[config.mk]
export PLATFORM = sky130hd
export DESIGN_NAME = unlockable_watchdog_timer_core
export DESIGN_NICKNAME = d
export VERILOG_FILES = /design/src/rtl/core/uwdt_pkg.sv /design/src/rtl/core/unlockable_watchdog_timer_core.sv
export SDC_FILE = /design/constraint.sdc
export NUM_CORES = 1
export LEC_CHECK = 0
export BUFFER_PORTS_ARGS = -buffer_cell sky130_fd_sc_hd__buf_2
export CAP_MARGIN = 30
export CORE_ASPECT_RATIO = 0.6
export CORE_MARGIN = 4
export CORE_UTILIZATION = 35
export CTS_BUF_LIST = sky130_fd_sc_hd__clkbuf_8
export DETAILED_ROUTE_END_ITERATION = 8
export GPL_ROUTABILITY_DRIVEN = 0
export MAX_ROUTING_LAYER = met4
export REMOVE_ABC_BUFFERS = 1
export SETUP_SLACK_MARGIN = 0.02
export SLEW_MARGIN = 15
export SYNTH_ARGS = -nofsm -noshare
export SYNTH_HDL_FRONTEND = slang
export SYNTH_SLANG_ARGS = --single-unit
export TNS_END_PERCENT = 50
[constraint.sdc]
create_clock -name aclk -period 6.7 [get_ports aclk]
set_input_delay 0.67 -clock aclk [delete_from_list [all_inputs] [get_ports aclk]]
set_output_delay 0.67 -clock aclk [all_outputs]
set_load 0.005 [all_outputs]
[src/rtl/core/uwdt_pkg.sv]
// Package for the unlockable watchdog timer core: beat modes, register
// indexes, command words and control bit positions. No dependencies.
package uwdt_pkg;

    typedef enum logic [1:0] {
        MODE_READ  = 2'd0,
        MODE_WRITE = 2'd1,
        MODE_TICK  = 2'd2,
        MODE_NOP   = 2'd3
    } mode_t;

    localparam logic [2:0] REG_CONTROL = 3'd0;
    localparam logic [2:0] REG_COMMAND = 3'd1;
    localparam logic [2:0] REG_TIMEOUT = 3'd2;
    localparam logic [2:0] REG_WINDOW  = 3'd3;

    localparam logic [31:0] UNLOCK_WORD  = 32'hd928c520;
    localparam logic [31:0] REFRESH_WORD = 32'hb480a602;

    localparam int BIT_EN    = 7;
    localparam int BIT_RCS   = 10;
    localparam int BIT_ULK   = 11;
    localparam int BIT_PRES  = 12;
    localparam int BIT_CMD32 = 13;

    localparam logic [31:0] CONTROL_RESET = 32'h0000_2000;

    // With the prescaler the count is floor(timeout * 1000 / 3); it is held
    // as a scaled value that drops by three per tick, so the counter is wider.
    localparam int CNT_W = 42;
    localparam logic [CNT_W-1:0] TICK_SCALE = CNT_W'(1000);

endpackage

[src/rtl/core/unlockable_watchdog_timer_core.sv]
// Unlockable watchdog timer core: four word registers behind a beat stream.
// Each result beat is registered, valid in the cycle after its beat is taken;
// one beat is accepted every cycle unless m_tready stalls the output register.
// Synchronous active-low reset: control reads 0x2000, all else zero, locked
// and disarmed. Depends on uwdt_pkg.
module unlockable_watchdog_timer_core
    import uwdt_pkg::*;
(
    input  logic        aclk,
    input  logic        aresetn,
    input  logic        s_tvalid,
    output logic        s_tready,
    input  logic [31:0] s_tdata,   // write_data
    input  logic [4:0]  s_tuser,   // mode [1:0], reg_index [4:2]
    output logic        m_tvalid,
    input  logic        m_tready,
    output logic [31:0] m_tdata,   // read_data
    output logic [1:0]  m_tuser    // timeout_fired [0], bad_address [1]
);

    logic [31:0]      control_reg, control_next;
    logic [31:0]      timeout_reg, timeout_next;
    logic [31:0]      window_reg, window_next;
    logic             unlocked_reg, unlocked_next;
    logic             rcs_reg, rcs_next;
    logic [CNT_W-1:0] count_reg, count_next;
    logic             pres_reg, pres_next;
    logic             armed_reg, armed_next;

    logic             m_valid_reg;
    logic [31:0]      m_data_reg, m_data_next;
    logic             fired_reg, fired_next;
    logic             bad_reg, bad_next;

    logic             accept;
    mode_t            mode;
    logic [2:0]       idx;
    logic [31:0]      wdata;

    logic [31:0]      arm_ctrl;
    logic             arm_req;
    logic [CNT_W-1:0] scaled_timeout;
    logic             count_end;

    assign s_tready = !m_valid_reg || m_tready;
    assign accept   = s_tvalid && s_tready;
    assign mode     = mode_t'(s_tuser[1:0]);
    assign idx      = s_tuser[4:2];
    assign wdata    = s_tdata;

    assign scaled_timeout = CNT_W'(timeout_reg) * TICK_SCALE;
    assign count_end      = pres_reg ? (count_reg <= CNT_W'(5)) : (count_reg <= CNT_W'(1));

    always_comb begin
        control_next  = control_reg;
        timeout_next  = timeout_reg;
        window_next   = window_reg;
        unlocked_next = unlocked_reg;
        rcs_next      = rcs_reg;
        count_next    = count_reg;
        pres_next     = pres_reg;
        armed_next    = armed_reg;
        m_data_next   = '0;
        fired_next    = 1'b0;
        bad_next      = 1'b0;
        arm_req       = 1'b0;
        arm_ctrl      = control_reg;

        unique case (mode)
            MODE_READ: begin
                unique case (idx)
                    REG_CONTROL: begin
                        m_data_next          = control_reg;
                        m_data_next[BIT_ULK] = unlocked_reg;
                        m_data_next[BIT_RCS] = rcs_reg;
                    end
                    REG_COMMAND: m_data_next = '0;
                    REG_TIMEOUT: m_data_next = timeout_reg;
                    REG_WINDOW:  m_data_next = window_reg;
                    default:     bad_next    = 1'b1;
                endcase
            end
            MODE_WRITE: begin
                unique case (idx)
                    REG_CONTROL: begin
                        if (unlocked_reg) begin
                            control_next          = wdata;
                            control_next[BIT_ULK] = 1'b0;
                            control_next[BIT_RCS] = 1'b0;
                            unlocked_next         = 1'b0;
                            rcs_next              = 1'b1;
                            arm_req               = 1'b1;
                            arm_ctrl              = wdata;
                        end
                    end
                    REG_COMMAND: begin
                        if (wdata == UNLOCK_WORD) begin
                            unlocked_next = 1'b1;
                            rcs_next      = 1'b0;
                        end else if (wdata == REFRESH_WORD) begin
                            arm_req = 1'b1;
                        end
                    end
                    REG_TIMEOUT: begin
                        if (unlocked_reg) begin
                            timeout_next = wdata;
                        end
                    end
                    REG_WINDOW: begin
                        if (unlocked_reg) begin
                            window_next = wdata;
                        end
                    end
                    default: bad_next = 1'b1;
                endcase
            end
            MODE_TICK: begin
                if (armed_reg) begin
                    if (count_end) begin
                        count_next = '0;
                        armed_next = 1'b0;
                        fired_next = 1'b1;
                    end else begin
                        count_next = count_reg - (pres_reg ? CNT_W'(3) : CNT_W'(1));
                    end
                end
            end
            default: begin
            end
        endcase

        if (arm_req) begin
            if (arm_ctrl[BIT_EN] && (timeout_reg != '0)) begin
                armed_next = 1'b1;
                pres_next  = arm_ctrl[BIT_PRES];
                count_next = arm_ctrl[BIT_PRES] ? scaled_timeout : CNT_W'(timeout_reg);
            end else begin
                armed_next = 1'b0;
                pres_next  = 1'b0;
                count_next = '0;
            end
        end
    end

    always_ff @(posedge aclk) begin
        if (!aresetn) begin
            control_reg  <= CONTROL_RESET;
            timeout_reg  <= '0;
            window_reg   <= '0;
            unlocked_reg <= 1'b0;
            rcs_reg      <= 1'b0;
            count_reg    <= '0;
            pres_reg     <= 1'b0;
            armed_reg    <= 1'b0;
            m_valid_reg  <= 1'b0;
        end else begin
            if (accept) begin
                control_reg  <= control_next;
                timeout_reg  <= timeout_next;
                window_reg   <= window_next;
                unlocked_reg <= unlocked_next;
                rcs_reg      <= rcs_next;
                count_reg    <= count_next;
                pres_reg     <= pres_next;
                armed_reg    <= armed_next;
                m_valid_reg  <= 1'b1;
            end else if (m_tready) begin
                m_valid_reg  <= 1'b0;
            end
        end
    end

    always_ff @(posedge aclk) begin
        if (accept) begin
            m_data_reg <= m_data_next;
            fired_reg  <= fired_next;
            bad_reg    <= bad_next;
        end
    end

    assign m_tvalid = m_valid_reg;
    assign m_tdata  = m_data_reg;
    assign m_tuser  = {bad_reg, fired_reg};

endmodule

==> Word-level counts from Yosys, hierarchy flattened <==
Index checks and enable logic that the tools add are counted.
{ "classes": {"n_addsub": 1, "mul": 1, "div": 0, "order_cmp": 2, "eq_ne": 9, "shift": 0, "mux": 32, "bitwise": 0, "reduce_logical": 22} }
{ "ops": {"columns": ["op", "count"], "rows": [
  ["two-way mux 42 bit", 6],
  ["one-hot mux 32 bit (3 select lines)", 1],
  ["equality test 32 bit (second input constant)", 2],
  ["less-or-equal comparator 42 x 1 -> 1 bit (second input constant)", 1],
  ["less-or-equal comparator 42 x 3 -> 1 bit (second input constant)", 1],
  ["subtractor 42 x 2 -> 42 bit", 1],
  ["multiplier 32 x 7 -> 39 bit (second input constant)", 1],
  ["two-way mux 13 bit", 3],
  ["nonzero test 32 bit", 1],
  ["two-way mux 1 bit", 18],
  ["AND reduction 4 bit", 4],
  ["nonzero test 2 bit", 4],
  ["equality test 3 x 2 -> 1 bit (second input constant)", 2],
  ["one-hot mux 1 bit (2 select lines)", 3],
  ["AND reduction 2 bit", 3],
  ["AND reduction 5 bit", 1],
  ["!= test 2 bit (second input constant)", 2],
  ["OR reduction 4 bit", 1],
  ["equality test 3 x 1 -> 1 bit (second input constant)", 1],
  ["zero test 3 bit", 1],
  ["AND reduction 3 bit", 1],
  ["equality test 2 x 1 -> 1 bit (second input constant)", 1],
  ["equality test 2 bit (second input constant)", 1],
  ["logical AND 1 bit", 2],
  ["5 further kinds", 5]
]} }
{ "word_totals": {"reg_bits": 175, "latchBits": 0, "mem_bits_rw": 0, "rom_bits": 0, "in_bits": 41, "out_inout_bits": 36, "wordCells": 79, "memories": 0} }

==> Depth between registers and ports, before layout <==
Gate-level depths: netlist of run 1.
{ "depth": {"word_depth": 7, "ltp_mapped": 20, "ltp_nobuf": 19} }

==> Worst setup path before layout of run 1 <==
OpenSTA, ideal clock, no wires.
{ "synth_timing": {"path_type": "flip-flop to flip-flop", "startpoint": "reg timeout_reg[2]", "endpoint": "reg count_reg[41]", "t_arrival_ns": 4.849, "required_time_ns": 6.575, "path_slack_ns": 1.726, "path_stages_with_launch": 17, "n_path_buf": 0, "cell_sequence": "dfxtp_1 inv_1 fa_1 fa_1 fa_1 fa_1 inv_1 ha_1 or2_2 a21o_1 and3_1 o2111ai_1 a21oi_1 or4_1 a31oi_1 mux2i_1 nand3_1"} }
{ "synth_via": {"elab_chain_len": 4, "elab_cells_between_ends": 6, "classes_between": "mul: 1; mux: 3; reduce/logical: 2"} }
{ "synth_rtl": {"columns": ["element", "line", "rtl"], "rows": [
  ["start, declared", "unlockable_watchdog_timer_core.sv:22", "logic [31:0] timeout_reg, timeout_next;"],
  ["start signal, assigned", "unlockable_watchdog_timer_core.sv:159", "timeout_reg <= timeout_next;"],
  ["multiplier 32 x 7 -> 39 bit or nonzero test 32 bit (tied branches)", "unlockable_watchdog_timer_core.sv:51, unlockable_watchdog_timer_core.sv:133", null],
  ["two-way mux 42 bit or logical AND 1 bit (tied branches)", "unlockable_watchdog_timer_core.sv:136, unlockable_watchdog_timer_core.sv:133", null],
  ["two-way mux 42 bit (*)", "unlockable_watchdog_timer_core.sv:133", "if (arm_ctrl[BIT_EN] && (timeout_reg != '0)) begin"],
  ["two-way mux 42 bit (*)", "unlockable_watchdog_timer_core.sv:132", "if (arm_req) begin"],
  ["end signal, assigned", "unlockable_watchdog_timer_core.sv:163", "count_reg <= count_next;"],
  ["end, declared", "unlockable_watchdog_timer_core.sv:26", "logic [CNT_W-1:0] count_reg, count_next;"]
]} }
Mark *: on every way between the ends. The rest lies on a longest branch, timed or not.
A chain may end at the register's enable or synchronous reset.

==> Worst setup path after layout of run 1 <==
{ "layout_timing": {"startpoint": "reg timeout_reg[9]", "endpoint": "reg count_reg[38]"} }
The elaborated chain is that of the path after synthesis.

==> impl_metrics.csv, run 1 <==
group,metric,value,unit
run_status,status,"finished clean",
grt,grt_pass1_wl,67.8,mm
worst_setup_path,arrival,6.05,ns
pwr,powerDensity,129,nW/um2
clocking,clockBufferDepth,2,
sta,tns,0,ns
worst_setup_path,crit_type,"reg -> reg",
sta,fin_ws,1.06,ns
synthesis,post-synth-top-area-fraction,20.2,%
synthesis,yosysSeqAreaShare,27.5,%
floorplanning,die_h,163,um
clocking,cts.sinks,175,
detailed_routing,wl_per_cell,18.8,um
worst_setup_path,required,7.11,ns
clocking,cts_setup_buffers,0,
detailed_routing,drtIter0Drc,1337,
worst_setup_path,cp_max_fo,8,
clocking,root_buffer,"clkbuf_8",
floorplanning,die_x,266,um
layout,syn_to_final_growth,9.27,%
place,dpl.hpwl,32.8,mm
clocking,hold_buffers,0,
detailed_routing,drc,0,
grt,gr-usage-all-layers,20.3,%
sta,skew,0.0110,ns
floorplanning,fp.dieArea,43300,um2
grt,antenna_found_initial,0,
layout,drive_above_1_share,8.87,%
clocking,path_clk_slew,0.12,ns
grt,grt_max_degree,90,
sta,hold_viol,0,
pwr,p_leak,5.85,nW
clocking,htree_levels,4,
synthesis,yosysTopAreaCell,"dfxtp_1",
worst_setup_path,path_common_cell,"fa_1",
synthesis,yosys_warnings,0,
detailed_routing,vias_per_cell,5.50,
worst_hold_path,worstHoldStart,"s_tvalid",
synthesis,synth_cell_type_count,74,
worst_setup_path,crit_chain,"inv_1 > fa_1 > fa_1 > fa_1 > fa_1 > inv_1 > ha_1 > and4_1 > nand2_1 > a2111o_1 > a211oi_1 > nor2_1 > a31o_2 > o41ai_1 > mux2i_1 > o221a_2",
layout,antenna_cells,0,
clocking,cts_tree,"yes",
layout,stdcell_count,2258,
worst_hold_path,hold_path.class,"in -> reg",
layout,ff_latch_area,3840,um2
detailed_routing,first_pass_iters,5,
worst_setup_path,end_kind,"register",
place,io_buffers,76,
sta,finalCriticalPeriod,5.64,ns
sta,min_period_over_period,84.1,%
layout,multi_input_area,9170,um2
sta,slew_violations,0,
worst_setup_path,crit_slowest_cell,"fa_1",
sta,worst_slew_pin_slew,0.979,ns
floorplanning,start_util,35.6,%
sta,slew_headroom,34.6,%
synthesis,synthArstFlopShare,0,%
floorplanning,row_count,56,
synthesis,synthFlopType,"dfxtp_1",
detailed_routing,ant_nets,0,
layout,fin_nets,1984,
worst_setup_path,start_kind,"register",
floorplanning,core_area,39200,um2
worst_setup_path,rr_startpoint,"timeout_reg[9]",
floorplanning,ioPinCount,77,
sta,rsz0062_at_grt,"false",
synthesis,synth_edf_count,34,
detailed_routing,wirelength,42.4,mm
synthesis,yosys-top-cells-area,"dfxtp_1, fa_1, ha_1",
clocking,clk_latency,0.51,ns
layout,largest_reg_flops,42,
worst_setup_path,r2r_slack,1.06,ns
sta,fmax,177,MHz
sta,setup_violations,0,
worst_setup_path,crit_path_start,"timeout_reg[9]",
synthesis,synth_area,14000,um2
clocking,ctsResizeCount,0,
pwr,power.total,1.97,mW
worst_setup_path,critPathMaxStageDelay,0.60,ns
sta,timing.hold.ws,0.391,ns
layout,n_fill_cell,4046,
clocking,cts_inserted_buffers,17,
place,place_ws,1.12,ns
pwr,ir_drop,0.117,mV
grt,grt_overflow,0,
synthesis,avgSynthCellArea,8.28,um2
detailed_routing,num_vias,12400,
grt,first_global_vias,11700,
place,dp_cells,2221,
synthesis,netlist_instances,1689,
synthesis,ys_seq_elements,175,
run,drv_cap,0,
## final timing paths
path	endpoint	cells after the start
max	count_reg[38]	16
min reg2reg	control_reg[6]	2
max reg2reg	count_reg[38]	16
min	m_tvalid	3
## logic make-up after synthesis
family                   synth area share (%)
multiplexers                            0.582
adder cells (fa/ha/maj)                  26.1
XOR/XNOR                                 1.63
AO/OA/AOI/OAI                            18.7
flip-flops                               27.5
AND/OR/NAND/NOR                          18.4
buffers and inverters                    7.13
## power breakdown
part,leakage (nW),internal (mW),switching [mW]
registers,1.48,1.08,0.00272
clock network,0.201,0.283,0.501
logic,4.17,0.0246,0.0727
## cells in the mapped netlist, types with 16 or more instances
master	n
nand3_1	17
a21oi_1	172
fa_1	119
nor3_1	30
o21ai_0	102
nand2_1	308
nor2_1	111
clkbuf_1	69
a22oi_1	40
dfxtp_1	141
inv_1	170
ha_1	101
edfxtp_1	34
nor4_1	22
a21o_1	23
xnor2_1	16
## stage by stage
step,utilization (%),cell area [um2]
floorplan,-,13600
finish,38.9,15300
global route,38.9,15300
detailed placement,37.8,14800
global placement,37.8,14800
CTS,38.8,15200
## layer usage
metal	up-vias	wire length (um)	global-route usage [%]
li1	5831	-	-
met1	6131	21100	31.2
met2	438	17000	27.0
met3	30	3790	4.53
met4	0	499	4.06
met5	-	0	-
## final cells by class
type,count,area share (%)
Multi-Input combinational cell,1259,60.0
Sequential cell,175,25.2
Inverter,171,4.22
Tap cell,522,4.28
Clock buffer,17,1.53
Timing Repair Buffer,99,3.70
Clock inverter,15,1.11
## cells in the final DEF, fill, tap and decap left out, drive strengths merged, types with 5 or more instances in the layout
cell type / instances
xnor2: 16
o21ai: 105
o31ai: 5
o211ai: 5
clkinv: 8
xor2: 10
nand4: 16
a221oi: 6
edfxtp: 34
nor2: 111
a22oi: 40
or3: 5
or4: 7
clkbuf: 20
nor4bb: 7
mux2i: 7
a211oi: 9
fa: 119
nor2b: 10
nand2b: 9
a21o: 23
nand3: 17
a31oi: 8
buf: 96
a21oi: 172
o21a: 10
nand2: 309
o22ai: 8
dfxtp: 141
ha: 101
nor3: 32
inv: 177
nor4: 23
## critical path: cells and delay by family (launching register included)
kind,cells,cell delay (ns)
buf+inv,2,0.24
simple gates,3,0.48
flops,1,0.43
compound gates,5,1.78
fa+ha+maj,5,2.46
mux,1,0.13
Note: power is estimated with default switching activity, not from simulation.
==> run 2, diff against run 1 <==
--- a/config.mk
+++ b/config.mk
@@ -5,6 +5,7 @@
 export SDC_FILE = /design/constraint.sdc
 export NUM_CORES = 1
 export LEC_CHECK = 0
+export ABC_AREA = 1
 export BUFFER_PORTS_ARGS = -buffer_cell sky130_fd_sc_hd__buf_2
 export CAP_MARGIN = 30
 export CORE_ASPECT_RATIO = 0.6
==> constraint.sdc (replaced) <==
create_clock -name aclk -period 5.2 [get_ports aclk]
set_input_delay 0.52 -clock aclk [delete_from_list [all_inputs] [get_ports aclk]]
set_output_delay 0.52 -clock aclk [all_outputs]
set_load 0.005 [all_outputs]
==> run 2 against run 1 <==
Effect of this change: synthesized area increased by 13%; non-clock buffer count decreased by 7; register-to-register slack got worse by 0.68 ns; synthesized cell count increased by 36%; maximum frequency increased by 17%; clock power increased by 27%; via count increased by 19%; die area increased by 12%; final cell count increased by 30%; routed wire length increased by 13%; count of clock-buffer cells in the layout increased by 1; combinational power increased to 4.5 times the previous value; largest power group unchanged.
==> impl_metrics.csv, run 2 <==
group,metric,value,unit
place,io_buffers,76,
clocking,cts_setup_buffers,0,
worst_setup_path,critPathMaxStageDelay,0.59,ns
pwr,ir_drop,0.131,mV
clocking,clk_latency,0.51,ns
sta,slew_headroom,48.9,%
run,drv_cap,0,
pwr,p_seq_share,49.5,%
synthesis,yosysSeqAreaShare,24.3,%
synthesis,post-synth-top-area-fraction,17.9,%
layout,fin_nets,2593,
pwr,power.total,2.84,mW
sta,worst_slew_pin_slew,0.767,ns
pwr,power.switching,0.939,mW
detailed_routing,wirelength,47.9,mm
place,dpl.hpwl,37.9,mm
pwr,powerDensity,166,nW/um2
pwr,internal_power,1.90,mW
grt,grt_max_degree,65,
worst_setup_path,required,5.62,ns
floorplanning,start_util,36.0,%
pwr,clockPowerShare,35.2,%
detailed_routing,num_vias,14800,
layout,syn_to_final_growth,8.30,%
detailed_routing,first_pass_iters,6,
synthesis,ys_seq_elements,175,
worst_setup_path,crit_type,"reg -> reg",
worst_hold_path,whs_path_depth,3,
floorplanning,die_h,173,um
grt,first_global_vias,13900,
worst_setup_path,arrival,5.23,ns
worst_setup_path,r2r_cells,19,
pwr,p_leak,8.51,nW
clocking,cts_tree,"yes",
sta,tns,0,ns
grt,antenna_found_initial,1,
sta,skew,0.0239,ns
clocking,ctsResizeCount,0,
grt,gr-usage-all-layers,20.4,%
worst_setup_path,crit_chain,"inv_1 > fa_1 > fa_1 > fa_1 > fa_1 > inv_1 > ha_1 > nand2_1 > nor2_1 > nand3_1 > nand2_1 > nand2_1 > nand2_1 > xnor2_1 > nand2_1 > nand2_1 > nand3_1 > nand2_1 > inv_1",
clocking,hold_buffers,0,
worst_setup_path,crit_slowest_cell,"fa_1",
grt,grt_overflow,0,
layout,layout_commonest_cell,"nand2_1",
clocking,root_buffer,"clkbuf_8",
synthesis,netlist_instances,2291,
clocking,clockBufferDepth,2,
floorplanning,core_area,43900,um2
detailed_routing,vias_per_cell,5.06,
floorplanning,die_x,282,um
layout,largest_reg_flops,42,
synthesis,synthFlopType,"dfxtp_1",
synthesis,synth_area,15800,um2
synthesis,yosys-top-cells-area,"dfxtp_1, fa_1, nand2_1",
synthesis,avgSynthCellArea,6.89,um2
floorplanning,ioPinCount,77,
pwr,combPwrFrac,15.3,%
clocking,path_clk_slew,0.11,ns
run_status,status,"finished clean",
grt,grt_pass1_wl,77.0,mm
synthesis,yosys_warnings,0,
clocking,htree_levels,4,
layout,layout_common_cells,"nand2_1, inv_1, nor2_1",
detailed_routing,drc,0,
layout,final_util,38.9,%
synthesis,synth_cell_type_count,44,
sta,rsz0062_at_grt,"false",
detailed_routing,wl_per_cell,16.4,um
worst_setup_path,path_common_cell,"nand2_1",
layout,drive_above_1_share,6.74,%
sta,finalCriticalPeriod,4.81,ns
synthesis,synth_edf_count,34,
worst_setup_path,start_kind,"register",
worst_setup_path,end_kind,"register",
worst_setup_path,cp_max_fo,6,
worst_setup_path,rr_startpoint,"timeout_reg[2]",
floorplanning,row_count,59,
place,placed_area,16700,um2
floorplanning,fp.dieArea,48700,um2
sta,fmax,208,MHz
sta,hold_viol,0,
worst_setup_path,r2r-end,"count_reg[21]",
synthesis,synthArstFlopShare,0,%
worst_hold_path,hold_path.class,"in -> reg",
worst_hold_path,worstHoldStart,"s_tdata[13]",
synthesis,ys_top_cells_by_count,"nand2_1, inv_1, nor2_1",
worst_setup_path,r2r_slack,0.39,ns
detailed_routing,drtIter0Drc,1556,
clocking,cts_inserted_buffers,17,
sta,slew_violations,0,
sta,setup_violations,0,
synthesis,synth.most_common_cell,"nand2_1",
synthesis,yosysTopAreaCell,"dfxtp_1",
layout,final_cell_area,17100,um2
detailed_routing,ant_nets,0,
clocking,cts.sinks,175,
worst_hold_path,min_to,"control_reg[13]",
pwr,switching_share,33.1,%
sta,min_period_over_period,92.5,%
run 2: changes by cell type after synthesis, moves of 20 or more:
cell      change
inv_1       +262
nand2_1     +228
nor2_1      +205
nand3_1     +133
a21oi_1      -54
a22oi_1      -40
o21ai_0      -29
clkbuf_1     -28
o21ai_1      +26
a21o_1       -23
a221oi_1     +20
nor3_1       -20
run 2: cell families (layout without fill, tap and decap cells):
kind of cell / Yosys count / after routing / synth area share, %
simple gates: 1064 / 1064 / 27.8
buf+inv: 515 / 569 / 12.7
compound gates: 286 / 286 / 10.4
fa+ha+maj: 220 / 220 / 23.1
flops: 175 / 175 / 24.3
xor+xnor: 31 / 31 / 1.72
other cells: 0 / 1 / 0
run 2: power by group through the flow:
stage	Sequential [mW]	Combinational [mW]	Clock (mW)
2_1_floorplan	1.44	0.263	0
3_3_place_gp	1.44	0.418	0
3_5_place_dp	1.44	0.423	0
4_1_cts	1.41	0.426	1.02
5_1_grt	1.41	0.480	1.07
6_report	1.41	0.435	0.998
run 2: layout make-up:
| type | instances | area, um2 |
|---|---|---|
| timing repair buffer | 92 | 503 |
| fill | 4674 | 26800 |
| clock buffer | 18 | 248 |
| multi-input combinational | 1601 | 9970 |
| clock inverter | 14 | 139 |
| inverter | 445 | 1670 |
| antenna | 1 | 2.50 |
| sequential | 175 | 3840 |
| tap | 579 | 724 |
run 2: per-layer routing:
| metal | vias to the layer above | global-route usage [%] | share of wire [%] |
|---|---|---|---|
| met2 | 641 | 26.4 | 39 |
| met4 | 0 | 3.99 | 1.4 |
| met5 | - | - | 0 |
| met1 | 6903 | 31.2 | 49 |
| met3 | 43 | 5.78 | 11 |
| li1 | 7215 | - | - |
run 2: worst max-delay path: cells and delay by family, from the launching register on:
family / cells / cell delay [ns]
adder cells (fa/ha/maj): 5 / 2.48
AND/OR/NAND/NOR: 10 / 1.36
flip-flops: 1 / 0.47
buffers and inverters: 3 / 0.28
XOR/XNOR: 1 / 0.14
run 2: worst max-delay path by stage:
stage                         startpoint             to  slack (ns)  cells after the start
after detailed placement  timeout_reg[2]  count_reg[21]        0.44                     19
after global placement    timeout_reg[2]  count_reg[21]        0.47                     19
after global routing      timeout_reg[2]  count_reg[21]        0.11                     19
after floorplan           timeout_reg[2]  count_reg[21]        1.21                     19
final                     timeout_reg[2]  count_reg[21]        0.39                     19
after CTS                 timeout_reg[2]  count_reg[21]        0.44                     19
run 2: stage by stage:
step,instances,hold WS [ns],setup slack (ns)
after floorplan,2221,0.434,1.21
after global placement,2892,0.445,0.466
after detailed placement,2892,0.457,0.441
after CTS,2924,0.233,0.438
after global routing,2925,0.264,0.108
final,2925,0.276,0.388
